[src/rtl/swfe_pkg.sv]
// ----------------------------------------------------------------------------
// swfe_pkg
// Shared widths, accumulator record and controller states for the sliding
// window feature extractor.
// ----------------------------------------------------------------------------
package swfe_pkg;

  localparam int CH_W     = 6;
  localparam int SAMPLE_W = 16;
  localparam int SUM_W    = 24;   // sum of up to 256 samples
  localparam int SQ_W     = 40;   // sum of squares of up to 256 samples
  localparam int WS_W     = 32;   // index-weighted sum
  localparam int MEAN_W   = 24;
  localparam int DEV_W    = 23;
  localparam int SLOPE_W  = 25;
  localparam int RANGE_W  = 16;
  localparam int NET_W    = 17;
  localparam int DVD_W    = 64;   // divider dividend and quotient
  localparam int DVS_W    = 32;   // divider divisor
  localparam int ROOT_W   = 32;

  typedef struct packed {
    logic [SUM_W-1:0]    sum;
    logic [SQ_W-1:0]     sumsq;
    logic [WS_W-1:0]     wsum;
    logic [SAMPLE_W-1:0] mn;
    logic [SAMPLE_W-1:0] mx;
    logic [SAMPLE_W-1:0] oldest;
    logic [SAMPLE_W-1:0] newest;
  } window_acc_t;

  typedef enum logic [3:0] {
    S_IDLE,
    S_SCAN,
    S_PREP,
    S_MEAN_GO,
    S_MEAN_WAIT,
    S_VAR_GO,
    S_VAR_WAIT,
    S_ROOT_GO,
    S_ROOT_WAIT,
    S_SLOPE_GO,
    S_SLOPE_WAIT,
    S_EMIT
  } ctrl_state_t;

endpackage

[src/rtl/swfe_isqrt.sv]
// ----------------------------------------------------------------------------
// swfe_isqrt
// Integer square root, floor, two radicand bits per cycle.
// ----------------------------------------------------------------------------
module swfe_isqrt (
  input  logic                        clk,
  input  logic                        rst,
  input  logic                        start,
  input  logic [swfe_pkg::DVD_W-1:0]  radicand,
  output logic [swfe_pkg::ROOT_W-1:0] root,
  output logic                        busy,
  output logic                        done
);
  import swfe_pkg::*;

  localparam int CW = $clog2(DVD_W / 2);

  logic [DVD_W-1:0] v;
  logic [DVD_W-1:0] res;
  logic [DVD_W-1:0] bitm;
  logic [DVD_W-1:0] cand;
  logic [CW-1:0]    cnt;

  assign cand = res + bitm;
  assign root = res[ROOT_W-1:0];

  always_ff @(posedge clk) begin
    if (rst) begin
      busy <= 1'b0;
      done <= 1'b0;
    end else begin
      done <= 1'b0;
      if (start) begin
        busy <= 1'b1;
      end else if (busy && cnt == CW'(DVD_W / 2 - 1)) begin
        busy <= 1'b0;
        done <= 1'b1;
      end
    end
  end

  always_ff @(posedge clk) begin
    if (start) begin
      v    <= radicand;
      res  <= '0;
      bitm <= {2'b01, {(DVD_W - 2){1'b0}}};
      cnt  <= '0;
    end else if (busy) begin
      if (v >= cand) begin
        v   <= v - cand;
        res <= (res >> 1) + bitm;
      end else begin
        res <= res >> 1;
      end
      bitm <= bitm >> 2;
      cnt  <= cnt + 1'b1;
    end
  end

endmodule

[config.mk]
export PLATFORM = sky130hd
export DESIGN_NAME = swfe_isqrt
export DESIGN_NICKNAME = d
export VERILOG_FILES = /design/src/rtl/swfe_pkg.sv /design/src/rtl/swfe_isqrt.sv
export SDC_FILE = /design/constraint.sdc
export NUM_CORES = 1
export LEC_CHECK = 0
export BUFFER_PORTS_ARGS = -buffer_cell sky130_fd_sc_hd__buf_2
export CAP_MARGIN = 20
export CORE_MARGIN = 5
export CORE_UTILIZATION = 31
export CTS_CLUSTER_DIAMETER = 100
export DETAILED_ROUTE_END_ITERATION = 16
export GPL_TIMING_DRIVEN = 0
export PLACE_DENSITY = 0.58
export SETUP_SLACK_MARGIN = 0.02
export SYNTH_ARGS = -nofsm -noshare
export SYNTH_HDL_FRONTEND = slang
export SYNTH_SLANG_ARGS = --single-unit
[constraint.sdc]
create_clock -name clk -period 8.6 [get_ports clk]
set_input_delay 1.72 -clock clk [delete_from_list [all_inputs] [get_ports clk]]
set_output_delay 1.72 -clock clk [all_outputs]
set_load 0.02 [all_outputs]
==> results by group <==
Global route
  – Met3 Use GR: 0.0328
  – Global-route wire length before repair: between 80,000 and 90,000 um
  – Grt met2 use: 0.316
  – Met1 Use GR: 0.286
  – Global Route Usage Sum: 0.204
  – Largest net degree at the start of global routing: 57
  – Grt peak-use layer: met2
  – Vias in the first global route: about 15,000
  – Overflow after GRT: 0
  – Initial antenna violation count: 0

Critical path
  – Critical path's slowest cell: a41oi_1
  – Arr. time, crit path: 7.30 ns
  – CP Capture Point: v[7]
  – Crit. End Element: register
  – Setup CP Type: reg -> reg
  – CP Cell Sequence: ha_1 > a31oi_2 > a21oi_1 > o31ai_1 > a31oi_1 > a41oi_1 > o21bai_1 > a22oi_2 > nor2_1 > nor2_1 > xor2_1 > ha_1 > buf_2 > nand4_1 > or3_4 > nor4_2 > o2111a_2 > or2_1 > buf_2 > nand2_1 > nand2_4 > buf_16
  – Number of cells on the critical path: 22
  – R2r endpoint: v[7]
  – Reg2reg setup slack: 1.46 ns
  – Reg-to-reg startpoint: res[16]
  – Startpoint Class: register
  – Worst Path Buf+Inv: 3
  – Worst-case reg-to-reg path depth: 22
  – CP startpoint: res[16]
  – CP required: 8.76 ns
  – Largest delay contributor family on the critical path: compound AO/OA/AOI/OAI gates
  – Crit-path max FO: 56
  – CP max stage delay: ~0.69 ns

Floorplan
  – Initial Utilization: 0.312
  – Die area: 0.0547 mm^2
  – Horiz. Die Dim: 234 um
  – Rows: between 80 and 90
  – # IOs: 101
  – Core area: ~0.05 mm^2
  – Die Y: approximately 230 um

Layout
  – # nets final: roughly 2,300
  – Share of cells above drive strength 1: 0.117
  – ANT cells: 0
  – Non-filler instance count after layout: around 2,800
  – Area grow syn2layout: 13.3%
  – Most frequent cells in the layout: nand2_1, nor2_1, o21ai_0, a21oi_1, ha_1
  – Filler instances: 5,337
  – Most common cell after layout, fill and taps aside: nand2_1

Timing
  – Final Max Tran Viols: 0
  – Period utilisation layout: 0.830
  – PnR worst setup slack: 1.46 ns
  – Slew @ Worst Pin: 1.06 ns
  – Setup violators final: 0
  – Final hold vios: 0
  – Crit path time final: roughly 7.1 ns
  – Slew margin rel.: 0.293
  – Setup repair after global routing missed its margin: no
  – Final Skew: between 0.01 and 0.015 ns
  – Max frequency: around 0.14 GHz

Clocking
  – Clock tree buffer depth: 2
  – Clk slew on worst S/H paths: approximately 0.07 ns
  – Hold buffers post-CTS: 0
  – TritonCTS Buffers: 17
  – Post-CTS setup buffer count: 0
  – Root Buffer: clkbuf_16
  – Clock Sink Count: about 170
  – CTS H-tree lvls: 4
  – Insertion delay to the later sink of the worst-skew pair: 0.50 ns
  – Post-CTS sizing: 0
  – Clock tree from TritonCTS: built

Drt
  – Initial DRC Count: approximately 1,700
  – DRC: 0
  – Avg WL per Cell: slightly above 20 um
  – WL final: around 56,000 um
  – Total number of vias: approximately 16,000
  – Avg Vias per Cell: ~5.6
  – DR pass1 iterations: 6
  – Post-DRT Antenna Nets: 0

Synthesis
  – Yosys warnings: 0
  – Post-synth ARST share: 0
  – Synth area leaders: dfxtp_1, edfxtp_1, ha_1
  – Post-Synthesis Mean Instance Area: between 7 and 8 um^2
  – Yosys top cell area share: 0.133
  – Synth Cell Area: ~0.016 mm^2
  – Syn Nets: between 2,000 and 2,500
  – Post-synth EDFFs: 64
  – Top_reg_cell synth: dfxtp_1
  – Post-Syn Instances: 1,977
  – Yosys reg bits: roughly 170
  – Post-synthesis sequential area ratio: 0.256
  – Yosys top cell by area: dfxtp_1
  – Post-synth cell types: a little over 90

Power
  – Combinational share of power: 0.585
  – Sw frac: 0.477
  – Clock power share: 0.178
  – Total chip power: about 5 mW
  – VDD IR-drop max: 0.000191 V
  – Power per cell area: 283 mW/mm^2
  – Psw: ~2.4 mW
  – Cell Int Power: around 2.6 mW
  – Reg power frac: 0.237
  – P_leak: between 6 and 7 nW

Placed design
  – DP HPWL: 43,800 um
  – Placement Setup Slack: 1.53 ns
  – Global placer's final weighted congestion: approximately 0.94
  – IO buf count: 99
  – DP Cell Count: roughly 2,800

Min path
  – HP Class: reg -> reg

Outcome
  – Status: completed

Flow run
  – Max-Cap Viols: 0
synthesized netlist by cell type (all sizes together) (38+ instances only):
cell type    n
a211oi      38
nor2       188
edfxtp      64
a21o        46
ha         132
clkbuf      74
xor2        74
xnor2       80
nand3       49
o21ai      175
mux2i       38
dfxtp      103
a21oi      135
nand2      235
a31oi       66
buf         71
nand4       48
layer usage:
layer  share of wire  vias up  wire, um
met5               0        -         0
met4           0.030        0      1710
met2            0.44      551     24700
li1                -     7523         -
met1            0.47     7463     26200
met3           0.066       93      3710
power groups by stage:
| stage | clock network, mW | registers (mW) | logic (mW) |
|---|---|---|---|
| 2_1_floorplan | 0 | 1.14 | 2.07 |
| 3_3_place_gp | 0 | 1.20 | 2.82 |
| 3_5_place_dp | 0 | 1.19 | 2.86 |
| 4_1_cts | 0.912 | 1.18 | 2.88 |
| 5_1_grt | 0.937 | 1.19 | 3.19 |
| 6_report | 0.889 | 1.18 | 2.92 |
state kept, by name, indices dropped and copies added (netlist names):
signal / count
bitm: 32
busy: 1
cnt: 5
done: 1
res: 64
v: 64
worst min-delay path, stage by stage, from the launching register on:
cell and delay (ns):
dfxtp_1 0.34, mux2i_1 0.07, nor2_1 0.08
cell families after synthesis:
| kind of cell | synth area share |
|---|---|
| buf+inv | 0.0567 |
| xor+xnor | 0.0868 |
| compound gates | 0.267 |
| fa+ha+maj | 0.108 |
| flops | 0.256 |
| simple gates | 0.198 |
| mux | 0.0281 |
how the worst min path moves through the flow:
stage	start	to	slack, ns	cells after the start
floorplan	cnt[4]	cnt[4]	0.47	2
global placement	cnt[4]	cnt[4]	0.48	2
detailed placement	cnt[4]	cnt[4]	0.50	2
CTS	cnt[4]	cnt[4]	0.52	2
global route	cnt[0]	cnt[0]	0.57	2
finish	cnt[4]	cnt[4]	0.51	2
stage by stage:
step | hold WS [ns] | utilization | instance area [um^2] | TNS (ns)
2_1_floorplan | 0.467 | - | 15500 | 0
3_3_place_gp | 0.483 | 0.339 | 16900 | -1.70
3_5_place_dp | 0.499 | 0.340 | 16900 | 0
4_1_cts | 0.518 | 0.353 | 17600 | 0
5_1_grt | 0.567 | 0.353 | 17600 | 0
6_report | 0.514 | 0.353 | 17600 | 0
layout make-up:
class | count | area, um^2 | share of cell area
buffer | 145 | 743 | 0.0422
clock buffer | 21 | 503 | 0.0286
clock inverter | 11 | 156 | 0.00888
inverter | 37 | 139 | 0.00789
multi-input combinational | 1628 | 10700 | 0.607
sequential | 167 | 3980 | 0.226
tap | 672 | 841 | 0.0478
timing repair buffer | 102 | 553 | 0.0314
No activity file was read; power rests on OpenSTA's default activity.
