--- config.mk ---
export PLATFORM = sky130hd
export DESIGN_NAME = swfe_divider
export DESIGN_NICKNAME = d
export VERILOG_FILES = /design/src/rtl/swfe_pkg.sv /design/src/rtl/swfe_divider.sv
export SDC_FILE = /design/constraint.sdc
export NUM_CORES = 2
export LEC_CHECK = 0
export BUFFER_PORTS_ARGS = -buffer_cell sky130_fd_sc_hd__buf_2
export CELL_PAD_IN_SITES_DETAIL_PLACEMENT = 1
export CELL_PAD_IN_SITES_GLOBAL_PLACEMENT = 1
export CORE_ASPECT_RATIO = 1.25
export CORE_MARGIN = 2
export CORE_UTILIZATION = 35
export DETAILED_ROUTE_END_ITERATION = 10
export PLACE_DENSITY = 0.61
export SLEW_MARGIN = 20
export SYNTH_ARGS = -nofsm -noshare
export SYNTH_HDL_FRONTEND = slang
export SYNTH_SLANG_ARGS = --single-unit
--- constraint.sdc ---
create_clock -name clk -period 30.2 [get_ports clk]
set_input_delay 3.02 -clock clk [delete_from_list [all_inputs] [get_ports clk]]
set_output_delay 3.02 -clock clk [all_outputs]
set_load 0.05 [all_outputs]
--- src/rtl/swfe_pkg.sv ---
// ----------------------------------------------------------------------------
// swfe_pkg
// Shared widths, accumulator record and controller states for the sliding
// window feature extractor.
// ----------------------------------------------------------------------------
package swfe_pkg;

  localparam int CH_W     = 6;
  localparam int SAMPLE_W = 16;
  localparam int SUM_W    = 24;   // sum of up to 256 samples
  localparam int SQ_W     = 40;   // sum of squares of up to 256 samples
  localparam int WS_W     = 32;   // index-weighted sum
  localparam int MEAN_W   = 24;
  localparam int DEV_W    = 23;
  localparam int SLOPE_W  = 25;
  localparam int RANGE_W  = 16;
  localparam int NET_W    = 17;
  localparam int DVD_W    = 64;   // divider dividend and quotient
  localparam int DVS_W    = 32;   // divider divisor
  localparam int ROOT_W   = 32;

  typedef struct packed {
    logic [SUM_W-1:0]    sum;
    logic [SQ_W-1:0]     sumsq;
    logic [WS_W-1:0]     wsum;
    logic [SAMPLE_W-1:0] mn;
    logic [SAMPLE_W-1:0] mx;
    logic [SAMPLE_W-1:0] oldest;
    logic [SAMPLE_W-1:0] newest;
  } window_acc_t;

  typedef enum logic [3:0] {
    S_IDLE,
    S_SCAN,
    S_PREP,
    S_MEAN_GO,
    S_MEAN_WAIT,
    S_VAR_GO,
    S_VAR_WAIT,
    S_ROOT_GO,
    S_ROOT_WAIT,
    S_SLOPE_GO,
    S_SLOPE_WAIT,
    S_EMIT
  } ctrl_state_t;

endpackage

--- src/rtl/swfe_divider.sv ---
// ----------------------------------------------------------------------------
// swfe_divider
// Unsigned division by a constant: multiply by the precomputed reciprocal on
// one 32x32 multiplier in four partial products, multiply the estimate back
// in two, then correct it by at most one.
// ----------------------------------------------------------------------------
module swfe_divider (
  input  logic                       clk,
  input  logic                       rst,
  input  logic                       start,
  input  logic [swfe_pkg::DVD_W-1:0] dividend,
  input  logic [swfe_pkg::DVS_W-1:0] divisor,
  input  logic [swfe_pkg::DVD_W-1:0] recip,
  output logic [swfe_pkg::DVD_W-1:0] quotient,
  output logic                       busy,
  output logic                       done
);
  import swfe_pkg::*;

  localparam int PW = 2 * DVD_W;

  logic [DVD_W-1:0] num;
  logic [DVS_W-1:0] dvs;
  logic [DVD_W-1:0] rcp;
  logic [PW-1:0]    pacc;
  logic [DVD_W-1:0] back;
  logic [DVD_W-1:0] rem;
  logic [DVD_W-1:0] quo;
  logic [2:0]       cnt;
  logic [DVS_W-1:0] mul_a;
  logic [DVS_W-1:0] mul_b;
  logic [DVD_W-1:0] prod;
  logic [DVD_W-1:0] q_est;

  // The estimate never exceeds the true quotient and is at most one below it.
  assign q_est    = pacc[PW-1:DVD_W];
  assign prod     = DVD_W'(mul_a) * DVD_W'(mul_b);
  assign quotient = quo;

  always_comb begin
    mul_a = '0;
    mul_b = '0;
    case (cnt)
      3'd0: begin
        mul_a = num[DVS_W-1:0];
        mul_b = rcp[DVS_W-1:0];
      end
      3'd1: begin
        mul_a = num[DVS_W-1:0];
        mul_b = rcp[DVD_W-1:DVS_W];
      end
      3'd2: begin
        mul_a = num[DVD_W-1:DVS_W];
        mul_b = rcp[DVS_W-1:0];
      end
      3'd3: begin
        mul_a = num[DVD_W-1:DVS_W];
        mul_b = rcp[DVD_W-1:DVS_W];
      end
      3'd4: begin
        mul_a = q_est[DVS_W-1:0];
        mul_b = dvs;
      end
      3'd5: begin
        mul_a = q_est[DVD_W-1:DVS_W];
        mul_b = dvs;
      end
      default: begin
        mul_a = '0;
        mul_b = '0;
      end
    endcase
  end

  always_ff @(posedge clk) begin
    if (rst) begin
      busy <= 1'b0;
      done <= 1'b0;
    end else begin
      done <= 1'b0;
      if (start) begin
        busy <= 1'b1;
      end else if (busy && cnt == 3'd7) begin
        busy <= 1'b0;
        done <= 1'b1;
      end
    end
  end

  always_ff @(posedge clk) begin
    if (start) begin
      num <= dividend;
      dvs <= divisor;
      rcp <= recip;
      cnt <= '0;
    end else if (busy) begin
      cnt <= cnt + 1'b1;
      case (cnt)
        3'd0: pacc <= PW'(prod);
        3'd1: pacc <= pacc + (PW'(prod) << DVS_W);
        3'd2: pacc <= pacc + (PW'(prod) << DVS_W);
        3'd3: pacc <= pacc + (PW'(prod) << DVD_W);
        3'd4: back <= prod;
        3'd5: back <= back + {prod[DVS_W-1:0], {DVS_W{1'b0}}};
        3'd6: rem  <= num - back;
        3'd7: quo  <= (rem >= DVD_W'(dvs)) ? q_est + 1'b1 : q_est;
        default: begin
        end
      endcase
    end
  end

endmodule

==> qor.txt <==
WORST SETUP PATH
---------------------------------------------------------------------------------
Critical-path maximum fanout .......................................           42
Critical Path End Type .............................................         flop
Data arrival time of the worst path ................................     16.20 ns
Slowest cell on crit path .......................................... sky130_fd_sc_hd__o21ai_2
Required time of the critical path .................................     30.63 ns
Dominant cell type by count on the critical path ................... sky130_fd_sc_hd__fa_1
Critical Path Start Type ...........................................         flop
Highest cell delay on the worst timing path ........................      0.85 ns
Critical path class ................................................   reg -> reg

DETAILED ROUTING
---------------------------------------------------------------------------------
Initial DRC count ..................................................         3832
Number of design rule violations left after detail routing .........            0
Post-detailed-route count of antenna-violating nets ................            0
Detail-routed net length per standard cell .........................     30.15 um
DR pass1 iterations ................................................            6
Overall via count from detail_route ................................        53929
Routed vias/inst ...................................................        5.667
Post-Route WL ......................................................    286900 um

YOSYS
---------------------------------------------------------------------------------
Count of cell types in the netlist .................................           98
Syn Inst Count .....................................................         6939
Primary flip-flop cell chosen by synthesis mapping ................. sky130_fd_sc_hd__edfxtp_1
Area fraction of the dominant cell type after synthesis ............       28.22%
Synthesized flop and latch total ...................................          453
Number of enable-type register cells in the synthesized netlist ....          448
Share of the yosys chip area belonging to registers ................       21.23%
Asr flop ratio synth ...............................................           0%
Post-synth design cell area ........................................    63850 um2
Number of warnings reported in the yosys synthesis log .............            0
Synth area leaders ................................................. sky130_fd_sc_hd__fa_1, sky130_fd_sc_hd__edfxtp_1, sky130_fd_sc_hd__ha_1, sky130_fd_sc_hd__inv_1, sky130_fd_sc_hd__nand2_1
Mapped Nets ........................................................         8535
Library cell occupying the most area in the post-synthesis netlist . sky130_fd_sc_hd__fa_1
Mean instance size in the synthesized netlist ......................    9.202 um2

GLOBAL ROUTING
---------------------------------------------------------------------------------
Vias in the first global route .....................................        58736
Largest net degree at the start of global routing ..................           72
Total Routing Usage GR .............................................       30.94%
Wire length of the first global-routing pass .......................    412100 um
Gr ovfl total ......................................................            0
Number of antenna violations at the first check in global routing ..           18

FLOORPLANNING
---------------------------------------------------------------------------------
Die outline height .................................................     481.5 um
Area of the die ....................................................   185900 um2
Core Rows ..........................................................          175
Total core area ....................................................   181500 um2
Count of pins on the block boundary ................................          229
Horizontal extent of the die .......................................     386.0 um
Initial Utilization ................................................       35.18%

CLOCK NETWORK
---------------------------------------------------------------------------------
Worst-skew pair later-pin latency ..................................      0.70 ns
Clock sink count ...................................................          453
H-tree level count .................................................            2
Clock tree root buffer cell ........................................ sky130_fd_sc_hd__clkbuf_16
Inserted Clock Buffers .............................................           56
Number of gates resized after CTS ..................................            0
Clk slew on worst S/H paths ........................................      0.06 ns
Clock tree from TritonCTS ..........................................          yes
Deepest clock path buffer count ....................................            3
Setup repair bufs after CTS ........................................            0
Hold buffer count at CTS ...........................................            0

TIMING
---------------------------------------------------------------------------------
Achievable Freq ....................................................    63.41 MHz
Number of failing setup endpoints in the final timing report .......            0
Worst setup skew after layout ......................................   0.06782 ns
Max_slew headroom ..................................................       17.38%
Max-slew violation count ...........................................            0
Final cycle utilization of the critical path .......................       52.22%
Setup repair after global routing missed its margin ................        false
Setup TNS after final layout .......................................         0 ns
Final Critical Period ..............................................     15.77 ns
Actual transition at the worst max-transition pin ..................     1.235 ns
Final hold violation count .........................................            0

MIN PATH
---------------------------------------------------------------------------------
Type of the worst min-delay path ...................................   reg -> reg

FINISH
---------------------------------------------------------------------------------
FF+latch area ......................................................    13550 um2
Fraction of final layout cells sized beyond drive strength 1 .......       9.104%
Net count reported at finish .......................................         8669
Fill cell total of the finished layout .............................        20783
Layout area overhead ...............................................       11.12%
Multi-input gate area ..............................................    46070 um2

RUN
---------------------------------------------------------------------------------
Count of max-cap constraint violations .............................            0

PLACEMENT
---------------------------------------------------------------------------------
Port-buffer cells ..................................................          228
Dpl hpwl ...........................................................    232100 um
Final estimated routing congestion in global placement .............        1.018

STATUS
---------------------------------------------------------------------------------
Result of the run .................................................. finished, final reports clean

[cells by family (layout without fill, tap and decap cells)]
kind of cell               count (synthesis)  after routing  share of synthesized area [%]
AOI/OAI and AO/OA                       1281           1281                          13.20
xor gates and xnor gates                 358            358                          4.934
adders and majority gates               1433           1433                          38.66
buffers and inverters                   1358           1537                          8.008
DFF                                      453            453                          21.23
muxes                                      7              7                         0.1176
other                                      0              9                              0
and+or+nand+nor                         2049           2049                          13.85
[critical path: cells and delay by family, from the launching register on]
kind | cells | cell delay [ns]
compound gates | 13 | 4.52
buf+inv | 8 | 2.26
xor+xnor | 2 | 0.88
simple gates | 6 | 1.43
fa+ha+maj | 11 | 5.61
flops | 1 | 0.70
[synth_stat cells (all sizes together), types with 62 or more instances]
library cell	n
nand4	91
xor2	148
a21oi	327
a21o	185
nor2	774
nand3	72
ha	533
o22ai	62
nand2	793
edfxtp	448
clkbuf	304
xnor2	209
inv	1037
fa	900
o21ai	254
[final cells by class]
| class | count | area share (%) |
|---|---|---|
| antenna | 9 | 0.03174 |
| clock buffer | 72 | 2.132 |
| clock inverter | 31 | 0.7036 |
| inverter | 1038 | 5.491 |
| multi-input combinational | 5128 | 64.93 |
| sequential | 453 | 19.10 |
| tap | 2389 | 4.213 |
| timing repair buffer | 396 | 3.394 |
[layout by cell type, fill, tap and decap left out, types with 30 or more instances in the layout]
cell type	netlist	layout
sky130_fd_sc_hd__clkbuf_16	0	57
sky130_fd_sc_hd__nand3_1	71	71
sky130_fd_sc_hd__fa_1	900	900
sky130_fd_sc_hd__nor2b_1	36	36
sky130_fd_sc_hd__xnor2_2	0	30
sky130_fd_sc_hd__nand2b_1	36	36
sky130_fd_sc_hd__and3_1	38	37
sky130_fd_sc_hd__ha_1	533	533
sky130_fd_sc_hd__and2_1	56	54
sky130_fd_sc_hd__nand4_1	91	91
sky130_fd_sc_hd__o21bai_1	41	41
sky130_fd_sc_hd__a21o_1	185	184
sky130_fd_sc_hd__edfxtp_1	448	448
sky130_fd_sc_hd__nor3_1	56	55
sky130_fd_sc_hd__xor2_1	148	139
sky130_fd_sc_hd__a22oi_1	32	32
sky130_fd_sc_hd__a21oi_1	325	325
sky130_fd_sc_hd__nor2_1	773	767
sky130_fd_sc_hd__a221o_1	33	31
sky130_fd_sc_hd__xnor2_1	209	179
sky130_fd_sc_hd__o21a_1	40	39
sky130_fd_sc_hd__buf_2	1	227
sky130_fd_sc_hd__o22ai_1	62	62
sky130_fd_sc_hd__o21ai_0	236	229
sky130_fd_sc_hd__a31oi_1	47	37
sky130_fd_sc_hd__inv_1	1037	1036
sky130_fd_sc_hd__buf_4	2	168
sky130_fd_sc_hd__nand2_1	793	792
[sequential cells by signal, indices dropped and copies added (netlist names)]
signal and count:
quotient 64, cnt 3, rem 64, pacc 96, rcp 64, busy 1
back 64, done 1, dvs 32, num 64
[routing by layer]
metal,routed length (um),GRT usage [%]
met3,17190,5.077
met4,24120,21.31
met5,39,0
met1,105900,35.04
met2,139600,53.10
[path summary, 6_finish.rpt]
path | start | endpoint | slack (ns) | cells after the start
setup / recovery | cnt[2] | pacc[103] | 14.43 | 40
hold / removal | cnt[0] | cnt[0] | 0.60 | 2
setup reg to reg | cnt[2] | pacc[103] | 14.43 | 40
hold reg to reg | cnt[0] | cnt[0] | 0.60 | 2
[per-stage QoR]
stage | worst slack (ns) | hold slack [ns] | utilization [%] | area [um2] | std cells
detailed placement | 14.79 | 0.5724 | 37.97 | 68910 | 9404
floorplan | 18.54 | 0.5285 | - | 63850 | 6939
global placement | 14.79 | 0.5737 | 37.96 | 68910 | 9404
global route | 13.98 | 0.6372 | 39.08 | 70940 | 9508
finish | 14.43 | 0.6017 | 39.09 | 70960 | 9516
CTS | 14.66 | 0.5902 | 39.07 | 70930 | 9507
Power is not shown: default switching activity piles up to over one toggle a cycle in this logic, so the estimate is an artifact.
